**config.mk**
```make
export PLATFORM = sky130hd
export DESIGN_NAME = rbp_front
export DESIGN_NICKNAME = d
export VERILOG_FILES = /design/src/design/rbp_pkg.sv /design/src/design/rbp_front.sv
export SDC_FILE = /design/constraint.sdc
export NUM_CORES = 1
export LEC_CHECK = 0
export BUFFER_PORTS_ARGS = -buffer_cell sky130_fd_sc_hd__buf_2
export CAP_MARGIN = 20
export CELL_PAD_IN_SITES_DETAIL_PLACEMENT = 2
export CELL_PAD_IN_SITES_GLOBAL_PLACEMENT = 2
export CORE_MARGIN = 1
export CORE_UTILIZATION = 26
export DETAILED_ROUTE_END_ITERATION = 16
export PLACE_DENSITY_LB_ADDON = 0.1
export RECOVER_POWER = 25
export SKIP_LAST_GASP = 1
export SLEW_MARGIN = 15
export SYNTH_ARGS = -nofsm -noshare
export SYNTH_HDL_FRONTEND = slang
export SYNTH_SLANG_ARGS = --single-unit
```
**constraint.sdc**
```tcl
create_clock -name i_clk -period 1.9 [get_ports i_clk]
set_clock_uncertainty 0.15 [all_clocks]
set_input_delay 0.19 -clock i_clk [delete_from_list [all_inputs] [get_ports i_clk]]
set_output_delay 0.19 -clock i_clk [all_outputs]
set_load 0.02 [all_outputs]
```
**src/design/rbp_pkg.sv**
```systemverilog
// Shared types, codes and helpers for the RNA base-pair maximiser
`default_nettype none
package rbp_pkg;

    localparam int DEF_MAX_LEN    = 64;
    localparam int RESULT_CAP     = 32;
    localparam int MID_FIFO_DEPTH = 2;
    localparam int OUT_FIFO_DEPTH = 4;
    localparam int GAP_W          = 4;
    localparam int OUT_W          = 6;

    localparam logic [GAP_W-1:0] GAP_RESET = 4'd3;

    localparam logic [2:0] BASE_A = 3'd0;
    localparam logic [2:0] BASE_C = 3'd1;
    localparam logic [2:0] BASE_G = 3'd2;
    localparam logic [2:0] BASE_U = 3'd3;

    typedef struct packed {
        logic [2:0] base;
        logic       last_base;
        logic       keep;
        logic       overflow;
    } t_mid_item;

    typedef struct packed {
        logic [OUT_W-1:0] pair_left;
        logic [OUT_W-1:0] pair_right;
        logic             pair_valid;
        logic [OUT_W-1:0] pair_total;
        logic             length_overflow;
        logic             last_pair;
    } t_result;

    // Watson-Crick and wobble pairs, either order
    function automatic logic can_pair(input logic [2:0] a, input logic [2:0] b);
        return (a == BASE_A && b == BASE_U) || (a == BASE_U && b == BASE_A) ||
               (a == BASE_C && b == BASE_G) || (a == BASE_G && b == BASE_C) ||
               (a == BASE_G && b == BASE_U) || (a == BASE_U && b == BASE_G);
    endfunction

endpackage
`default_nettype wire

```
**src/design/rbp_front.sv**
```systemverilog
// Front end: accepts bases, counts the sequence and marks dropped bases
`default_nettype none
module rbp_front
    import rbp_pkg::*;
#(
    parameter int MAX_LEN = DEF_MAX_LEN
) (
    input  wire logic       i_clk,
    input  wire logic       i_rst_n,
    input  wire logic       i_push,
    input  wire logic [2:0] i_base,
    input  wire logic       i_last_base,
    input  wire logic       i_mid_full,
    output      logic       o_mid_push,
    output      t_mid_item  o_mid_item
);

    localparam int CW = $clog2(MAX_LEN + 1);

    logic [CW-1:0] r_cnt, n_cnt;
    logic          r_ovf, n_ovf;
    logic          keep;

    assign keep       = (r_cnt < CW'(MAX_LEN));
    assign o_mid_push = i_push && !i_mid_full;

    always_comb begin
        o_mid_item.base      = i_base;
        o_mid_item.last_base = i_last_base;
        o_mid_item.keep      = keep;
        o_mid_item.overflow  = r_ovf || !keep;
    end

    always_comb begin
        n_cnt = r_cnt;
        n_ovf = r_ovf;
        if (o_mid_push) begin
            if (keep) begin
                n_cnt = r_cnt + CW'(1);
            end else begin
                n_ovf = 1'b1;
            end
            if (i_last_base) begin
                n_cnt = '0;
                n_ovf = 1'b0;
            end
        end
    end

    always_ff @(posedge i_clk) begin
        if (!i_rst_n) begin
            r_cnt <= '0;
            r_ovf <= 1'b0;
        end else begin
            r_cnt <= n_cnt;
            r_ovf <= n_ovf;
        end
    end

endmodule
`default_nettype wire

```
==> results.cfg <==
[outcome]
status = finished with violations
violations = DRC

[setup_path]
required_ps = 1930
critPathMaxFanout = 4
worstSetupPathType = reg2reg
start_kind = flip-flop
rrSetupSlack_ps = 420
cp.arrival_ps = 1510
endpoint_kind = flip-flop

[cts]
clkTransAtPathRegs_ps = 60
insertion_delay_ps = 250
cts_root_buf = clkbuf_4
postCtsSetupBuffers = 0
htree_num_levels = 1
ctsHoldBuffers = 0
post_cts_resize_count = 0
tritoncts = done
clk_path_buf_depth = 2
cts_made_buffers = 3
cts.sinks = 8

[detailed_routing]
routedWlPerCell_um = 15.3
vias = 386
drtIter0Drc = 3
drt_first_pass_iters = 9
antenna_left = 0
drcViolationCount = 1
vias_per_cell = 5.29
drt-total-wl_um = 1120

[synthesis]
yosys_warnings = 0
synth_ff_type = dfxtp_1
netlist_area_sq_um = 454
synthCells = 52
synth_most_common_cell = dfxtp_1
synth_cell_types = 21
ys_top_cells_by_count = 8 x dfxtp_1, 5 x buf_4, 5 x nand3_1
ys_top_cells_by_area = dfxtp_1 35%, buf_4 8.3%, nand3b_1 6.6%, nand3_1 5.5%, mux2i_1 4.4%
syn_area_per_cell_sq_um = 8.73
ys_seq_area_share_pct = 35.3
synth_nets = 61
synth_top_area_cell = dfxtp_1
async_flop_share_pct = 0
synth_top_area_share_pct = 35.3
ys_ff_latch = 8
synth_edf_count = 0

[pwr]
p_leak_uw = 0.000185
powerDensity_nw_per_um2 = 675
ir_drop_mv = 0.215

[global_routing]
grt_overflow = 0
grt_pass1_vias = 408
grt_use_total_pct = 13.5
grt_max_degree = 10
grt_pass1_wl_um = 1830
antenna_found_initial = 0

[hold_path]
holdCritPathClass = in2reg

[layout]
final_layout_size_suffix_gt1_share_pct = 24.6
layout.cells.non_filler = 73
fill_cells = 186
diodes = 0
multi_input_comb_area_sq_um = 234
seq_area_sq_um = 160
nNetsFinal = 68
syn2layout_area_growth_pct = 7.44

[timing]
rsz0062_at_grt = false
slew_headroom_pct = 73.7
tightest_slew_ps = 391
slew_viol_final = 0
finalHoldViolations = 0
setup_viol = 0
fmax_ghz = 0.677
tns_ps = 0
layout_min_cycle_time_ps = 1480
fin_crit_sh_pct = 77.7

[placement]
port_buffers = 8
globalplace.congestion = 0.741
dp_hpwl_um = 888
dp.cells = 70

[job]
maxCapViolCount = 0

[floorplanning]
coreArea_sq_um = 1580
die-area_sq_um = 1920
die_h_um = 43.8
fp-row-count = 14
die_x_um = 43.8
io-pin-count = 15
initial_core_util_pct = 28.8
## stage by stage
step | utilization, % | hold slack [ps] | worst slack, ps | power, uW | instance area [sq um]
floorplan | - | 194 | 533 | 202 | 454
global placement | 29.5 | 230 | 492 | 201 | 465
detailed placement | 29.5 | 230 | 400 | 203 | 465
CTS | 31.0 | 105 | 389 | 337 | 488
global route | 31.0 | 106 | 323 | 351 | 488
finish | 31.0 | 110 | 423 | 329 | 488
## layout by cell type (no fill, tap or decap)
master | synthesis | routed
o31ai_1 | 2 | 2
nand2_1 | 3 | 3
buf_2 | 0 | 8
clkbuf_4 | 0 | 3
nor4_1 | 2 | 2
mux2i_1 | 2 | 2
or4_1 | 2 | 2
ha_1 | 1 | 1
nand3b_1 | 4 | 4
inv_1 | 3 | 3
a21boi_0 | 2 | 2
nor2_1 | 2 | 2
dfxtp_1 | 8 | 8
or2_2 | 1 | 1
and2b_4 | 1 | 1
nand3_1 | 5 | 5
a21oi_1 | 3 | 3
o22ai_1 | 1 | 1
and4_1 | 1 | 1
o21ai_0 | 2 | 2
nand2b_4 | 1 | 1
## worst max-delay path, cell delays in order, from the launching register on
cell and delay [ps]:
dfxtp_1 370, ha_1 180, inv_1 60, or4_1 500
a21oi_1 150
## layer usage
metal | part of all wire, % | global-route usage [%] | vias to the layer above
li1 | - | - | 194
met1 | 47 | 15.7 | 181
met2 | 49 | 21.8 | 7
met3 | 3.4 | 2.50 | 4
met4 | 1.1 | 10.0 | 0
met5 | 0 | 0 | -
## state kept, by name (all words and copies together) (netlist names)
signal	flops
r_cnt	7
r_ovf	1
## power breakdown
part | internal, uW | leakage, uW | switching [uW]
logic | 10.6 | 0.000107 | 18.4
registers | 169 | 0.0000645 | 1.09
clock network | 72.3 | 0.0000138 | 58.0
## cells by family (layout without fill, tap and decap cells)
logic type / Yosys count / after routing / synth area share, %
AND/OR/NAND/NOR: 22 / 22 / 30.9
AO/OA/AOI/OAI: 10 / 10 / 13.5
buffers and inverters: 9 / 14 / 13.2
flip-flops: 8 / 8 / 35.3
multiplexers: 2 / 2 / 4.41
adder cells (fa/ha/maj): 1 / 1 / 2.75
## area by class of cell
class / instances / share of cell area [%]
clock buffers: 3 / 4.62
repair buffers: 8 / 8.21
inverters: 3 / 2.31
well taps: 16 / 4.10
multi-input cells: 35 / 47.9
flip-flops and latches: 8 / 32.8
## worst paths after layout
kind / startpoint / to / depth (start not counted)
worst min-delay path: i_rst_n / r_cnt[0]$_SDFFE_PN0P_ / 2
worst max register to register: r_cnt[0]$_SDFFE_PN0P_ / r_cnt[2]$_SDFFE_PN0P_ / 4
worst min register to register: r_ovf$_SDFFE_PN0P_ / r_ovf$_SDFFE_PN0P_ / 2
worst max-delay path: r_cnt[0]$_SDFFE_PN0P_ / r_cnt[2]$_SDFFE_PN0P_ / 4
Power figures use the tool's default switching activity.
