==> src/design/rbp_fifo.sv <==
// Small register queue used between stages and on the result side
`default_nettype none
module rbp_fifo #(
    parameter int WIDTH = 8,
    parameter int DEPTH = 2
) (
    input  wire logic             i_clk,
    input  wire logic             i_rst_n,
    input  wire logic             i_push,
    input  wire logic [WIDTH-1:0] i_wdata,
    output      logic             o_full,
    input  wire logic             i_pop,
    output      logic [WIDTH-1:0] o_rdata,
    output      logic             o_empty
);

    localparam int AW = (DEPTH > 1) ? $clog2(DEPTH) : 1;
    localparam int NW = $clog2(DEPTH + 1);

    logic [WIDTH-1:0] mem [DEPTH];
    logic [AW-1:0]    r_wr, n_wr, r_rd, n_rd;
    logic [NW-1:0]    r_cnt, n_cnt;
    logic             do_push, do_pop;

    assign o_full  = (r_cnt == NW'(DEPTH));
    assign o_empty = (r_cnt == '0);
    assign o_rdata = mem[r_rd];
    assign do_push = i_push && !o_full;
    assign do_pop  = i_pop && !o_empty;

    always_comb begin
        n_wr  = r_wr;
        n_rd  = r_rd;
        n_cnt = r_cnt;
        if (do_push) begin
            n_wr = (r_wr == AW'(DEPTH - 1)) ? '0 : r_wr + AW'(1);
        end
        if (do_pop) begin
            n_rd = (r_rd == AW'(DEPTH - 1)) ? '0 : r_rd + AW'(1);
        end
        if (do_push && !do_pop) begin
            n_cnt = r_cnt + NW'(1);
        end else if (do_pop && !do_push) begin
            n_cnt = r_cnt - NW'(1);
        end
    end

    always_ff @(posedge i_clk) begin
        if (do_push) begin
            mem[r_wr] <= i_wdata;
        end
    end

    always_ff @(posedge i_clk) begin
        if (!i_rst_n) begin
            r_wr  <= '0;
            r_rd  <= '0;
            r_cnt <= '0;
        end else begin
            r_wr  <= n_wr;
            r_rd  <= n_rd;
            r_cnt <= n_cnt;
        end
    end

endmodule
`default_nettype wire

==> config.mk <==
export PLATFORM = sky130hd
export DESIGN_NAME = rbp_fifo
export DESIGN_NICKNAME = d
export VERILOG_FILES = /design/src/design/rbp_fifo.sv
export SDC_FILE = /design/constraint.sdc
export NUM_CORES = 1
export LEC_CHECK = 0
export ABC_CLOCK_PERIOD_IN_PS = 2000
export BUFFER_PORTS_ARGS = -buffer_cell sky130_fd_sc_hd__buf_2
export CELL_PAD_IN_SITES_DETAIL_PLACEMENT = 1
export CELL_PAD_IN_SITES_GLOBAL_PLACEMENT = 2
export CORE_MARGIN = 2
export CORE_UTILIZATION = 34
export DETAILED_ROUTE_END_ITERATION = 7
export GPL_ROUTABILITY_DRIVEN = 0
export GPL_TIMING_DRIVEN = 0
export MAX_ROUTING_LAYER = met4
export PLACE_DENSITY = 0.72
export SYNTH_ARGS = -nofsm -noshare
export SYNTH_HDL_FRONTEND = slang
export SYNTH_SLANG_ARGS = --single-unit
==> constraint.sdc <==
create_clock -name i_clk -period 2 [get_ports i_clk]
set_input_delay 0.4 -clock i_clk [delete_from_list [all_inputs] [get_ports i_clk]]
set_output_delay 0.4 -clock i_clk [all_outputs]
set_load 0.02 [all_outputs]
==> impl_metrics.toml, run 1 <==
[cells_and_area]
finalNetCount = 89
multiInputGateArea_um2 = 216
layout-drive-gt1-share_pct = 46.7
fillers = 248
seq_area_um2 = 581
area_growth_pct = 20.6
diodes = 0

[clocking]
clkTransAtPathRegs_ns = 0.10
htree_levels = 1
cts_resized = 0
root_buffer = "clkbuf_4"
clockBufferDepth = 2
cts_sinks = 21
cts-hold-fix-buffers = 0
numCtsBuffers = 3
cts_tree = "yes"
cts_setup_buffers = 0
worstSkewPairLatency_ns = 0.29

[placed_design]
pre_cts_ws_ns = 0.393
portBuffers = 21
post-dp-hpwl_um = 954

[pwr]
ir_drop_mv = 0.572
power_density_mw_per_mm2 = 1260
p_leak_nw = 0.384
p_total_w = 0.00123

[synthesis]
synthTopCellsByCount = "edfxtp_1, mux2_2, dfxtp_1"
synth_area_leader_cell = "edfxtp_1"
avgSynthCellArea_um2 = 16.2
synth_cells = 50
ys_warn_count = 0
synth_flop_cell = "edfxtp_1"
ys_seq_area_share_pct = 71.7
synth_cell_types = 20
synth_edf_count = 16
synthDominantCellAreaShare_pct = 59.4
ys_seq_elements = 21
yosys-top-cells-area = "edfxtp_1, dfxtp_1, mux2_2"
synth.most_common_cell = "edfxtp_1"
synth_nets = 63
async_reset_ff_share_pct = 0
synthesis.area_um2 = 810

[sta]
hold_viol = 0
fin_crit_ns = 1.74
fin_worst_skew_ns = 0.000544
fin_ws_ns = 0.259
rsz0062_at_grt = "no"
fin_setup_tns_ns = 0
finalCritPeriodShare_pct = 87.0
hold_ws_ns = 0.292
clock.fmax_mhz = 574
setup_viol = 0
slew-limit-headroom_pct = 51.2
tightest_slew_ns = 0.729
final-max-slew-violation-count = 0

[global_routing]
grt_util_all_layers_pct = 11.1
overflow = 0
grt_pass1_wl_um = 2100
grt_antenna_before_repair = 0
grt_pass1_vias = 484
grt_start_max_net_pins = 12

[min_path]
min_from = "i_wdata[2]"
hp-class = "in2reg"

[flow_run]
cap_violations = 0

[routing]
drc = 0
vias = 481
wire_per_inst_um = 12.5
drt-initial-drc-count = 8
drt-total-wl_um = 1290
vias_per_cell = 4.67
postRouteAntennaNets = 0
dr.pass1.iters = 2

[floorplan]
start_util_pct = 36.2
io_pins = 22
die_area_mm2 = 0.00279
std_cell_rows = 17
core-area_mm2 = 0.00223
die_x_um = 52.8
dieHeight_um = 52.8

[worst_setup_path]
path_class = "reg2out"
required_ns = 1.60
critPathMaxFanout = 8
start_kind = "register"
end_kind = "output pin"
cp_data_arrival_time_ns = 1.34
r2r-start = "r_cnt[0]"

[run_status]
status = "complete, no violations"
[path summary, 6_finish.rpt]
path                endpoint  slack (ns)  depth (start not counted)
setup / recovery  o_rdata[4]        0.26                          3
hold / removal     mem[1][2]        0.29                          1
setup reg to reg    r_cnt[1]        0.38                          6
hold reg to reg     r_cnt[1]        0.53                          2
[cells in the final DEF, fill, tap and decap left out]
master | netlist | layout
dfxtp_1 | 5 | 5
clkbuf_4 | 0 | 3
inv_2 | 1 | 1
buf_2 | 1 | 22
mux2_2 | 8 | 8
o21ai_1 | 1 | 1
a21boi_0 | 1 | 1
a21boi_1 | 1 | 1
clkbuf_1 | 0 | 1
and2_1 | 3 | 3
inv_1 | 1 | 1
o21a_1 | 1 | 1
nor2_1 | 2 | 2
edfxtp_1 | 16 | 16
or3_1 | 1 | 1
and3_1 | 1 | 1
nand2b_1 | 1 | 1
xor2_1 | 1 | 1
ha_1 | 1 | 1
xnor2_1 | 2 | 2
o21ai_0 | 1 | 1
nor3_2 | 1 | 1
[cell families (layout without fill, tap and decap cells)]
kind of cell / count (synthesis) / in the layout / synth area share, %
xor gates and xnor gates: 3 / 3 / 3.25
adders and majority gates: 1 / 1 / 1.55
and+or+nand+nor: 9 / 9 / 6.80
buffers and inverters: 3 / 28 / 1.54
DFF: 21 / 21 / 71.7
AOI/OAI and AO/OA: 5 / 5 / 4.02
muxes: 8 / 8 / 11.1
[final cells by class]
type,count,share of cell area (%)
multi-input cells,26,22.2
repair buffers,21,10.8
clock buffers,4,2.69
plain buffers,1,0.513
flip-flops and latches,21,59.5
well taps,28,3.59
inverters,2,0.769
[metal layers]
metal,track usage [%],up-vias,share of wire [%]
met4,6.41,0,1.1
li1,-,230,-
met3,2.86,2,4.9
met5,-,-,0
met1,13.5,237,42
met2,16.7,12,52
[critical path, cell delays in order, from the launching register on]
cell     delay [ns]
dfxtp_1        0.32
buf_2          0.22
mux2_2         0.36
buf_2          0.16
[registers in the layout, summed over array words and instances, names as in the netlist, named ones only]
| signal | cells |
|---|---|
| mem | 16 |
| r_cnt | 2 |
| r_rd | 1 |
| r_wr | 1 |
[power breakdown]
group          internal [W]  total [W]  switching [W]
clock network     0.0000775   0.000190       0.000113
logic              0.000195   0.000450       0.000255
registers          0.000557   0.000594      0.0000374
[per-stage QoR]
| stage | instance area, um2 | instances | utilization, % |
|---|---|---|---|
| finish | 976 | 103 | 43.7 |
| global route | 976 | 103 | 43.7 |
| CTS | 976 | 103 | 43.7 |
| detailed placement | 950 | 99 | 42.5 |
| global placement | 950 | 99 | 42.5 |
| floorplan | 810 | 50 | - |
Note: power is estimated with default switching activity, not from simulation.
==> run 2, diff against run 1 <==
--- a/config.mk
+++ b/config.mk
@@ -16,6 +16,7 @@
 export GPL_TIMING_DRIVEN = 0
 export MAX_ROUTING_LAYER = met4
 export PLACE_DENSITY = 0.72
+export RECOVER_POWER = 100
 export SYNTH_ARGS = -nofsm -noshare
 export SYNTH_HDL_FRONTEND = slang
 export SYNTH_SLANG_ARGS = --single-unit
==> run 2 against run 1 <==
Net effect: worst hold slack got worse by 0.00055 ns; highest routed layer unchanged; flip-flop and latch count unchanged; global-route usage unchanged; total power decreased by 1.9%; die area unchanged; clock power about the same; register-to-register slack got worse by 0.03 ns; largest power group unchanged; routed wire length about the same.
==> impl_metrics.toml, run 2 (synthesized netlist as in run 1, its figures left out) <==
[run_status]
status = "complete, no violations"

[cells_and_area]
area_growth_pct = 18.7
largest_reg_flops = 16
diodes = 0
largestRegisters = "mem (16), r_cnt (2)"
most-common-layout-cells = "edfxtp_1, clkbuf_1, buf_2"
fillers = 247
layout-drive-gt1-share_pct = 29.3
finalNetCount = 89
final_common_cell = "edfxtp_1"
regMostFlops = "mem"

[global_routing]
grt_util_all_layers_pct = 11.1
grt_use_met3_pct = 2.86
grt_pass1_vias = 484
overflow = 0
grt_use_met1_pct = 13.5
grt_pass1_wl_um = 2100
grt_antenna_before_repair = 0
grt_start_max_net_pins = 12
met2_usage_pct = 16.7
top_usage_layer = "met2"

[worst_setup_path]
start_kind = "register"
rr_worst_depth = 6
end_kind = "output pin"
slowest_delay_ns = 0.37
crit_chain = "clkbuf_2, mux2_2, clkbuf_1"
crit_slowest_cell = "mux2_2"
required_ns = 1.60
rrSetupSlack_ns = 0.35
critPathMaxFanout = 8
cp_data_arrival_time_ns = 1.38
path_class = "reg2out"

[clocking]
numCtsBuffers = 3
cts_resized = 0
htree_levels = 1
clkTransAtPathRegs_ns = 0.10
clockBufferDepth = 2
worstSkewPairLatency_ns = 0.29
cts_setup_buffers = 0
cts_sinks = 21
cts-hold-fix-buffers = 0
root_buffer = "clkbuf_4"
cts_tree = "yes"

[sta]
fin_worst_skew_ns = 0.000805
rsz0062_at_grt = "no"
tightest_slew_ns = 0.712
hold_viol = 0
fin_crit_ns = 1.78
final-max-slew-violation-count = 0
hold_ws_ns = 0.291
setup_viol = 0
fin_setup_tns_ns = 0
slew-limit-headroom_pct = 52.3
finalCritPeriodShare_pct = 88.9
clock.fmax_mhz = 562

[floorplan]
die_area_mm2 = 0.00279
std_cell_rows = 17
dieHeight_um = 52.8
io_pins = 22
core-area_mm2 = 0.00223
start_util_pct = 36.2
die_x_um = 52.8

[min_path]
min_path_cells = 1
hp-class = "in2reg"

[routing]
dr.pass1.iters = 2
drc = 0
drt-total-wl_um = 1290
drt-initial-drc-count = 5
wire_per_inst_um = 12.5
vias = 482
postRouteAntennaNets = 0
vias_per_cell = 4.68

[pwr]
p_switching_w = 0.000405
power_density_mw_per_mm2 = 1260
ir_drop_mv = 0.566
comb_power_share_pct = 35.2
p_int_w = 0.000806
clockPowerShare_pct = 15.7
netSwitchingFraction_pct = 33.4
p_leak_nw = 0.350
seqPwrFrac_pct = 49.0

[flow_run]
cap_violations = 0

[placed_design]
post-dp-hpwl_um = 954
portBuffers = 21
run 2: cell types whose count changed in the layout (fill, tap and decap cells not counted), sizes merged:
cell / delta
buf: -13
clkbuf: +13
run 2: power groups by stage:
stage          clock network, W  registers, W  logic (W)
3_5_place_dp                  0      0.000605   0.000458
2_1_floorplan                 0      0.000595   0.000334
5_1_grt                0.000219      0.000607   0.000474
4_1_cts                0.000201      0.000595   0.000460
3_3_place_gp                  0      0.000601   0.000447
6_report               0.000190      0.000594   0.000427
run 2: path summary, 6_finish.rpt:
path	start	endpoint
worst max register to register	r_cnt[0]	r_cnt[1]
worst min-delay path	i_wdata[2]	mem[1][2]
worst min register to register	r_cnt[1]	r_cnt[1]
worst max-delay path	register	o_rdata[4]
run 2: through the flow:
stage               power (W)  std cells  instance area (um2)  worst slack (ns)  util (%)
finish                0.00121        103                  961             0.222      43.0
global route          0.00130        103                  961            0.0951      43.0
CTS                   0.00126        103                  976             0.220      43.7
detailed placement    0.00106         99                  950             0.393      42.5
global placement      0.00105         99                  950             0.396      42.5
floorplan            0.000929         50                  810             0.486         -
run 2: layout make-up:
class                           count  area, um2  area share (%)
Tap cell                           28       35.0            3.65
Inverter                            2       7.51           0.781
Sequential cell                    21        581            60.4
Timing Repair Buffer               21       90.1            9.37
Clock buffer                        4       26.3            2.73
Multi-Input combinational cell     26        216            22.5
Buffer                              1       5.00           0.521
run 2: layer usage:
layer	wire length [um]	vias to the layer above
met3	69	2
met5	0	-
li1	-	230
met2	666	12
met4	14	0
met1	537	238
run 2: worst max-delay path, delay by kind of cell (launching register included):
kind | cells | cell delay (ns)
buffers and inverters | 2 | 0.40
DFF | 1 | 0.32
muxes | 1 | 0.37
